[src/hdl/lkvc_pkg.sv]
// Shared types and constants of the LRU key-value cache.
// No dependencies; every module of the block imports this package.
`default_nettype none

package lkvc_pkg;

    localparam int CAPACITY = 16;
    localparam int IDX_W    = (CAPACITY > 1) ? $clog2(CAPACITY) : 1;
    localparam int RANK_W   = IDX_W;
    localparam int CNT_W    = $clog2(CAPACITY + 1);
    localparam int CFG_W    = 5;
    localparam int DATA_W   = 32;

    localparam logic [CFG_W-1:0] CFG_RESET = CFG_W'(16);

    localparam logic REQ_GET = 1'b0;
    localparam logic REQ_PUT = 1'b1;

    localparam logic signed [DATA_W-1:0] MISS_VALUE = '1;

    typedef struct packed {
        logic                     req_type;
        logic signed [DATA_W-1:0] key;
        logic signed [DATA_W-1:0] value;
    } req_t;

    typedef struct packed {
        logic                     hit;
        logic signed [DATA_W-1:0] read_value;
        logic                     evicted;
        logic signed [DATA_W-1:0] evicted_key;
    } rsp_t;

endpackage

`default_nettype wire

[src/hdl/lkvc_in_reg.sv]
// Input register of the LRU key-value cache: holds one request item.
// Depends on lkvc_pkg for the request type.
`default_nettype none

module lkvc_in_reg (
    input  wire logic          aclk,
    input  wire logic          aresetn,
    input  wire logic          in_valid,
    output logic               in_ready,
    input  wire lkvc_pkg::req_t in_req,
    input  wire logic          take,
    output logic               req_valid,
    output lkvc_pkg::req_t     req
);
    import lkvc_pkg::*;

    logic valid_reg;
    logic valid_next;
    req_t req_reg;

    assign in_ready   = !valid_reg || take;
    assign valid_next = (in_valid && in_ready) ? 1'b1 : (take ? 1'b0 : valid_reg);

    always_ff @(posedge aclk) begin
        if (!aresetn) begin
            valid_reg <= 1'b0;
        end else begin
            valid_reg <= valid_next;
        end
    end

    always_ff @(posedge aclk) begin
        if (in_valid && in_ready) begin
            req_reg <= in_req;
        end
    end

    assign req_valid = valid_reg;
    assign req       = req_reg;

endmodule

`default_nettype wire

[src/hdl/lkvc_engine.sv]
// Entry store, recency ranks and the lookup, fill and eviction logic of the cache.
// Depends on lkvc_pkg; holds the capacity register written over the config channel.
`default_nettype none

module lkvc_engine (
    input  wire logic           aclk,
    input  wire logic           aresetn,
    input  wire logic           cfg_write,
    input  wire logic [lkvc_pkg::CFG_W-1:0] cfg_data,
    input  wire logic           advance,
    input  wire lkvc_pkg::req_t req,
    output lkvc_pkg::rsp_t      rsp
);
    import lkvc_pkg::*;

    logic signed [DATA_W-1:0] key_mem [CAPACITY];
    logic signed [DATA_W-1:0] data_mem [CAPACITY];
    logic [CAPACITY-1:0]      valid_reg;
    logic [CAPACITY-1:0]      valid_next;
    logic [RANK_W-1:0]        rank_reg [CAPACITY];
    logic [RANK_W-1:0]        rank_next [CAPACITY];
    logic [CNT_W-1:0]         occ_reg;
    logic [CNT_W-1:0]         occ_next;
    logic [CFG_W-1:0]         cap_reg;

    logic [CNT_W-1:0]  eff_cap;
    logic              found;
    logic [IDX_W-1:0]  hit_idx;
    logic              free_any;
    logic [IDX_W-1:0]  free_idx;
    logic [IDX_W-1:0]  lru_idx;
    logic              lru_any;
    logic              use_free;
    logic              do_promote;
    logic              fresh;
    logic              write_key;
    logic              write_data;
    logic [IDX_W-1:0]  tgt_idx;
    logic [RANK_W-1:0] tgt_rank;

    always_comb begin
        if (cap_reg == '0) begin
            eff_cap = CNT_W'(1);
        end else if (int'(cap_reg) > CAPACITY) begin
            eff_cap = CNT_W'(CAPACITY);
        end else begin
            eff_cap = CNT_W'(cap_reg);
        end
    end

    // The least recent valid entry carries the rank occupied count minus one.
    always_comb begin
        found    = 1'b0;
        hit_idx  = '0;
        free_any = 1'b0;
        free_idx = '0;
        lru_any  = 1'b0;
        lru_idx  = '0;
        for (int i = 0; i < CAPACITY; i++) begin
            if (!found && valid_reg[i] && key_mem[i] == req.key) begin
                found   = 1'b1;
                hit_idx = IDX_W'(i);
            end
            if (!free_any && !valid_reg[i]) begin
                free_any = 1'b1;
                free_idx = IDX_W'(i);
            end
            if (!lru_any && valid_reg[i]
                    && (CNT_W'(rank_reg[i]) + CNT_W'(1)) == occ_reg) begin
                lru_any = 1'b1;
                lru_idx = IDX_W'(i);
            end
        end
    end

    always_comb begin
        use_free   = (occ_reg < eff_cap) && free_any;
        do_promote = 1'b0;
        fresh      = 1'b0;
        write_key  = 1'b0;
        write_data = 1'b0;
        tgt_idx    = hit_idx;
        rsp.hit         = found;
        rsp.read_value  = '0;
        rsp.evicted     = 1'b0;
        rsp.evicted_key = '0;
        occ_next   = occ_reg;
        valid_next = valid_reg;
        if (req.req_type == REQ_GET) begin
            if (found) begin
                rsp.read_value = data_mem[hit_idx];
                do_promote     = 1'b1;
            end else begin
                rsp.read_value = MISS_VALUE;
            end
        end else if (found) begin
            write_data = 1'b1;
            do_promote = 1'b1;
        end else if (use_free || !lru_any) begin
            tgt_idx             = use_free ? free_idx : '0;
            write_key           = 1'b1;
            write_data          = 1'b1;
            do_promote          = 1'b1;
            fresh               = 1'b1;
            valid_next[tgt_idx] = 1'b1;
            occ_next            = use_free ? occ_reg + CNT_W'(1) : CNT_W'(1);
        end else begin
            tgt_idx         = lru_idx;
            write_key       = 1'b1;
            write_data      = 1'b1;
            do_promote      = 1'b1;
            rsp.evicted     = 1'b1;
            rsp.evicted_key = key_mem[lru_idx];
        end
        tgt_rank = rank_reg[tgt_idx];
        for (int i = 0; i < CAPACITY; i++) begin
            rank_next[i] = rank_reg[i];
            if (do_promote) begin
                if (IDX_W'(i) == tgt_idx) begin
                    rank_next[i] = '0;
                end else if (valid_reg[i] && (fresh || rank_reg[i] < tgt_rank)) begin
                    rank_next[i] = rank_reg[i] + RANK_W'(1);
                end
            end
        end
    end

    always_ff @(posedge aclk) begin
        if (!aresetn) begin
            valid_reg <= '0;
            occ_reg   <= '0;
            cap_reg   <= CFG_RESET;
            for (int i = 0; i < CAPACITY; i++) begin
                rank_reg[i] <= '0;
            end
        end else begin
            if (cfg_write) begin
                cap_reg <= cfg_data;
            end
            if (advance) begin
                valid_reg <= valid_next;
                occ_reg   <= occ_next;
                for (int i = 0; i < CAPACITY; i++) begin
                    rank_reg[i] <= rank_next[i];
                end
            end
        end
    end

    always_ff @(posedge aclk) begin
        if (advance && write_key) begin
            key_mem[tgt_idx] <= req.key;
        end
        if (advance && write_data) begin
            data_mem[tgt_idx] <= req.value;
        end
    end

endmodule

`default_nettype wire

[src/hdl/lkvc_out_reg.sv]
// Result register of the LRU key-value cache: holds one result item until taken.
// Depends on lkvc_pkg for the result type.
`default_nettype none

module lkvc_out_reg (
    input  wire logic           aclk,
    input  wire logic           aresetn,
    input  wire logic           load,
    input  wire lkvc_pkg::rsp_t rsp,
    output logic                can_load,
    output logic                out_valid,
    input  wire logic           out_ready,
    output lkvc_pkg::rsp_t      out_rsp
);
    import lkvc_pkg::*;

    logic valid_reg;
    logic valid_next;
    rsp_t rsp_reg;

    assign can_load   = !valid_reg || out_ready;
    assign valid_next = load ? 1'b1 : ((valid_reg && out_ready) ? 1'b0 : valid_reg);

    always_ff @(posedge aclk) begin
        if (!aresetn) begin
            valid_reg <= 1'b0;
        end else begin
            valid_reg <= valid_next;
        end
    end

    always_ff @(posedge aclk) begin
        if (load) begin
            rsp_reg <= rsp;
        end
    end

    assign out_valid = valid_reg;
    assign out_rsp   = rsp_reg;

endmodule

`default_nettype wire

[src/hdl/lru_key_value_cache.sv]
// Top level of the LRU key-value cache: input register, engine and result register.
// Depends on lkvc_pkg, lkvc_in_reg, lkvc_engine and lkvc_out_reg.
//
// A fully associative store of 16 key-value entries with least-recently-used
// replacement. Each request item is a get or a put and gives exactly one result
// item. The block accepts one item per cycle when the result side keeps up; an
// item is held in the input register, where the key is compared with all entries
// at once and the ranks are updated, and its result is loaded into the result
// register when that register can take it. The capacity register takes effect
// from the next request and should be written only while no request is in
// flight. After reset the store is empty and usable at once.
`default_nettype none

module lru_key_value_cache (
    input  wire logic        aclk,
    input  wire logic        aresetn,
    input  wire logic        s_tvalid,
    output logic             s_tready,
    input  wire logic [63:0] s_tdata,   // key [31:0], value [63:32]
    input  wire logic        s_tuser,   // req_type [0]
    output logic             m_tvalid,
    input  wire logic        m_tready,
    output logic [63:0]      m_tdata,   // read_value [31:0], evicted_key [63:32]
    output logic [1:0]       m_tuser,   // hit [0], evicted [1]
    input  wire logic        cfg_valid,
    output logic             cfg_ready,
    input  wire logic [4:0]  cfg_data   // capacity_in_use [4:0]
);
    import lkvc_pkg::*;

    req_t in_req;
    req_t req;
    rsp_t rsp;
    rsp_t out_rsp;
    logic req_valid;
    logic can_load;
    logic advance;

    assign in_req.req_type = s_tuser;
    assign in_req.key      = s_tdata[DATA_W-1:0];
    assign in_req.value    = s_tdata[2*DATA_W-1:DATA_W];

    assign advance   = req_valid && can_load;
    assign cfg_ready = 1'b1;

    lkvc_in_reg u_in_reg (
        .aclk      (aclk),
        .aresetn   (aresetn),
        .in_valid  (s_tvalid),
        .in_ready  (s_tready),
        .in_req    (in_req),
        .take      (advance),
        .req_valid (req_valid),
        .req       (req)
    );

    lkvc_engine u_engine (
        .aclk      (aclk),
        .aresetn   (aresetn),
        .cfg_write (cfg_valid && cfg_ready),
        .cfg_data  (cfg_data),
        .advance   (advance),
        .req       (req),
        .rsp       (rsp)
    );

    lkvc_out_reg u_out_reg (
        .aclk      (aclk),
        .aresetn   (aresetn),
        .load      (advance),
        .rsp       (rsp),
        .can_load  (can_load),
        .out_valid (m_tvalid),
        .out_ready (m_tready),
        .out_rsp   (out_rsp)
    );

    assign m_tdata = {out_rsp.evicted_key, out_rsp.read_value};
    assign m_tuser = {out_rsp.evicted, out_rsp.hit};

endmodule

`default_nettype wire
[config.mk]
export PLATFORM = sky130hd
export DESIGN_NAME = lru_key_value_cache
export DESIGN_NICKNAME = d
export VERILOG_FILES = /design/src/hdl/lkvc_pkg.sv /design/src/hdl/lkvc_in_reg.sv /design/src/hdl/lkvc_engine.sv /design/src/hdl/lkvc_out_reg.sv /design/src/hdl/lru_key_value_cache.sv
export SDC_FILE = /design/constraint.sdc
export NUM_CORES = 2
export LEC_CHECK = 0
export BUFFER_PORTS_ARGS = -buffer_cell sky130_fd_sc_hd__buf_2
export CAP_MARGIN = 0
export CORE_MARGIN = 2
export CORE_UTILIZATION = 45
export CTS_BUF_LIST = sky130_fd_sc_hd__clkbuf_8
export DETAILED_ROUTE_END_ITERATION = 8
export GPL_ROUTABILITY_DRIVEN = 0
export PLACE_DENSITY = 0.62
export SLEW_MARGIN = 5
export SYNTH_ARGS = -nofsm -noshare
export SYNTH_HDL_FRONTEND = slang
export SYNTH_HIERARCHICAL = 1
export SYNTH_SLANG_ARGS = --single-unit
[constraint.sdc]
create_clock -name aclk -period 6.8 [get_ports aclk]
set_input_delay 1.36 -clock aclk [delete_from_list [all_inputs] [get_ports aclk]]
set_output_delay 1.36 -clock aclk [all_outputs]
set_load 0.05 [all_outputs]
==> summary.md <==
| Metric | Value |
|---|---|
| Clk_lat worst skew | `0.96 ns` |
| Setup Skew | `0.05057 ns` |
| Crit path DAT | `7.19 ns` |
| Wire per inst | `28.38 microns` |
| GRT Total Usage | `0.2679` |
| Final Util | `0.5104` |
| Hold Crit Class | `reg -> reg` |
| DRC viols | `0` |
| Synth warnings | `6` |
| Unique masters post-synth | `90` |
| Post-CTS Resized | `0` |
| Cell taking the most area after synthesis | `edfxtp_1` |
| Post-route design area | `69,140 sq um` |
| Tcrit/Tclk final | `0.9694` |
| Critical path type | `reg -> reg` |
| Slowest cell on crit path | `edfxtp_1` |
| DR pass1 iterations | `6` |
| Largest net degree at the start of global routing | `133` |
| Max VDD drop | `0.1721 mV` |
| Area used by multi-input combinational logic | `22,930 sq um` |
| Initial Util | `0.4538` |
| Synth Area per Inst | `13.64 sq um` |
| Hold Fails Final Rpt | `0` |
| Fmax | `151.7 MHz` |
| CP Max Fanout | `15` |
| Mapped Cells | `4,506` |
| Clk buf depth | `3` |
| Mapped Nets | `4,650` |
| Placement-stage cell area | `65,110 sq um` |
| Post-synth EDFFs | `1,219` |
| Die H | `373.6 microns` |
| Synthesized flop and latch total | `1,247` |
| CTS H-tree depth | `4` |
| PD cells | `235.7 nW/um^2` |
| Die Wd | `373.6 microns` |
| RSZ-0062 raised after global routing | `false` |
| # IOs | `144` |
| Antenna violations before repair | `3` |
| Via density | `6.000` |
| PortBufs | `142` |
| Ys flop type | `edfxtp_1` |
| Layout cells sized above 1 | `0.1788` |
| Crit path launch type | `flip-flop` |
| FILL cells | `11,710` |
| Worst Tran Pin Value | `1.161 ns` |
| Top cells by area, synth | `edfxtp_1 60%, xor2_1 7.1%, mux2i_1 6.9%` |
| Vias in the first global route | `39,000` |
| Via count | `40,440` |
| Slew Viols, Final | `0` |
| DRT Wirelength | `191.3 mm` |
| Antenna-violating nets left | `0` |
| Die area | `139,600 sq um` |
| Crit path largest cell delay | `0.85 ns` |
| CORE AREA | `135,500 sq um` |
| Total CTS buffers | `203` |
| Clock Tree Root | `clkbuf_8` |
| Area growth syn-to-layout | `12.46%` |
| CTS tree | `done` |
| Clock transition at the registers of the reported paths | `0.06 ns` |
| Synth Cell Area | `61,480 sq um` |
| Register area share after synthesis | `0.6046` |
| Max Cap Violations | `0` |
| Iter 0 DRT Violations | `4,742` |
| Outcome | `finished clean` |
| Setup Buffers After CTS | `0` |
| Core Rows | `135` |
| TNS Setup | `0 ns` |
| Yosys top cell area share | `0.5954` |
| CP endpoint kind | `flip-flop` |
| Hold buffer count at cts | `0` |
| Final nets | `4,928` |
| Leak | `0.02289 uW` |
| Total grt overflow | `0` |
| # setup viols final | `0` |
| Required time worst endpoint | `7.40 ns` |
| CTS Sinks | `1,247` |
| Async SR Flop Fraction | `0` |
| Post-DP HPWL | `126.0 mm` |
| Global-route wire length before repair | `272.8 mm` |
| Min Tclk post-route | `6.592 ns` |
| Relative slew slack | `0.2198` |
| Worst-path cell chain | `buf_4 -> xor2_1 -> nor4_1 -> nand3_1 -> or4_4 -> and2_4 -> a311o_1 -> a311o_2 -> mux2_4 -> mux2i_1 -> mux2i_1 -> o22ai_1 -> a31o_1 -> buf_4 -> ha_1 -> o21a_1 -> o21a_1 -> o21ai_0 -> a21oi_1 -> o32ai_2` |
| Storage cell area | `37,170 sq um` |
==> worst max-delay path: cells and delay by family, from the launching register on <==
| kind | cells | cell delay [ns] |
|---|---|---|
| buffers and inverters | 2 | 0.65 |
| adder cells (fa/ha/maj) | 1 | 0.24 |
| AO/OA/AOI/OAI | 9 | 2.46 |
| flip-flops | 1 | 0.85 |
| multiplexers | 3 | 0.74 |
| XOR/XNOR | 1 | 0.14 |
| AND/OR/NAND/NOR | 4 | 1.16 |
==> area by class of cell <==
type	instances	area share
inverter	40	0.002172
clock inverter	168	0.01663
antenna	4	0.0001448
multi-input combinational	2952	0.3317
tap	1781	0.03223
sequential	1247	0.5376
clock buffer	208	0.04141
timing repair buffer	340	0.03811
==> power breakdown <==
part / switching, uW / internal (uW)
combinational: 744 / 361
clock: 3130 / 3340
sequential: 150 / 8570
==> cell usage in the layout, fill, tap and decap left out, drive strengths merged, types with 99 or more instances in the layout <==
master,synthesis,routed
a21oi,162,162
clkbuf,117,208
xnor2,120,120
mux2i,426,426
edfxtp,1219,1219
nand2,209,209
inv,40,99
buf,150,340
nor4,186,186
nor2,261,261
mux2,221,221
xor2,497,497
==> per-stage QoR <==
stage | power (uW) | hold WS (ns) | setup WS [ns] | std cells
detailed placement | 9952 | 0.4981 | 0.3354 | 6360
floorplan | 9519 | 0.4769 | 1.024 | 4506
CTS | 16400 | 0.4924 | 0.3406 | 6736
finish | 16290 | 0.5080 | 0.2083 | 6740
global route | 16820 | 0.5219 | 0.009558 | 6737
global placement | 9939 | 0.4899 | 0.5169 | 6360
==> synthesized netlist by cell type, drive strengths merged (5+ instances only) <==
master and number:
buf 150, or4 23, xnor2 120, and3 8, xor2 497, clkbuf 117, nor3b 6, or3 11
nor3 74, and3b 5, a211oi 71, and2 10, ha 69, o21ai 88, a31oi 7, a21oi 162
a31o 5, nand3 86, a221o 9, o211a 33, nor4b 24, nor2b 33, nand2b 17, nand3b 7
mux2 221, edfxtp 1219, a221oi 33, a21boi 6, o211ai 35, nor2 261, nand2 209, o32ai 15
o21a 41, nand4b 17, dfxtp 28, inv 40, nor4 186, nand4 76, mux2i 426, o21ba 7
==> final timing paths <==
kind                                    start                                     end  slack, ns  cells after the start
min          u_out_reg/out_valid$_SDFFE_PN0P_        u_out_reg/out_valid$_SDFFE_PN0P_       0.51                      2
max                u_in_reg/req[59]$_DFFE_PP_  u_engine/rank_reg[11][1]$_SDFFCE_PN0P_       0.21                     20
max reg2reg        u_in_reg/req[59]$_DFFE_PP_  u_engine/rank_reg[11][1]$_SDFFCE_PN0P_       0.21                     20
min reg2reg  u_out_reg/out_valid$_SDFFE_PN0P_        u_out_reg/out_valid$_SDFFE_PN0P_       0.51                      2
==> per-layer routing <==
metal / wire [microns] / up-vias / global-route usage / share of wire
li1: - / 17760 / - / -
met1: 80880 / 20200 / 0.3731 / 0.42
met2: 84370 / 2074 / 0.4054 / 0.44
met3: 18080 / 407 / 0.05970 / 0.094
met4: 7972 / 2 / 0.1096 / 0.042
met5: 13 / - / 0 / 0.000068
==> cells by family (layout without fill, tap and decap cells) <==
logic type | count (synthesis) | count (layout) | share of synthesized area
xor+xnor | 618 | 618 | 0.08827
simple gates | 1066 | 1066 | 0.09051
buf+inv | 307 | 756 | 0.02786
fa+ha+maj | 69 | 69 | 0.01404
compound gates | 551 | 551 | 0.06287
flops | 1247 | 1247 | 0.6046
mux | 647 | 647 | 0.1118
other cells | 1 | 5 | 0.00006100
(Power assumes the default switching activity.)
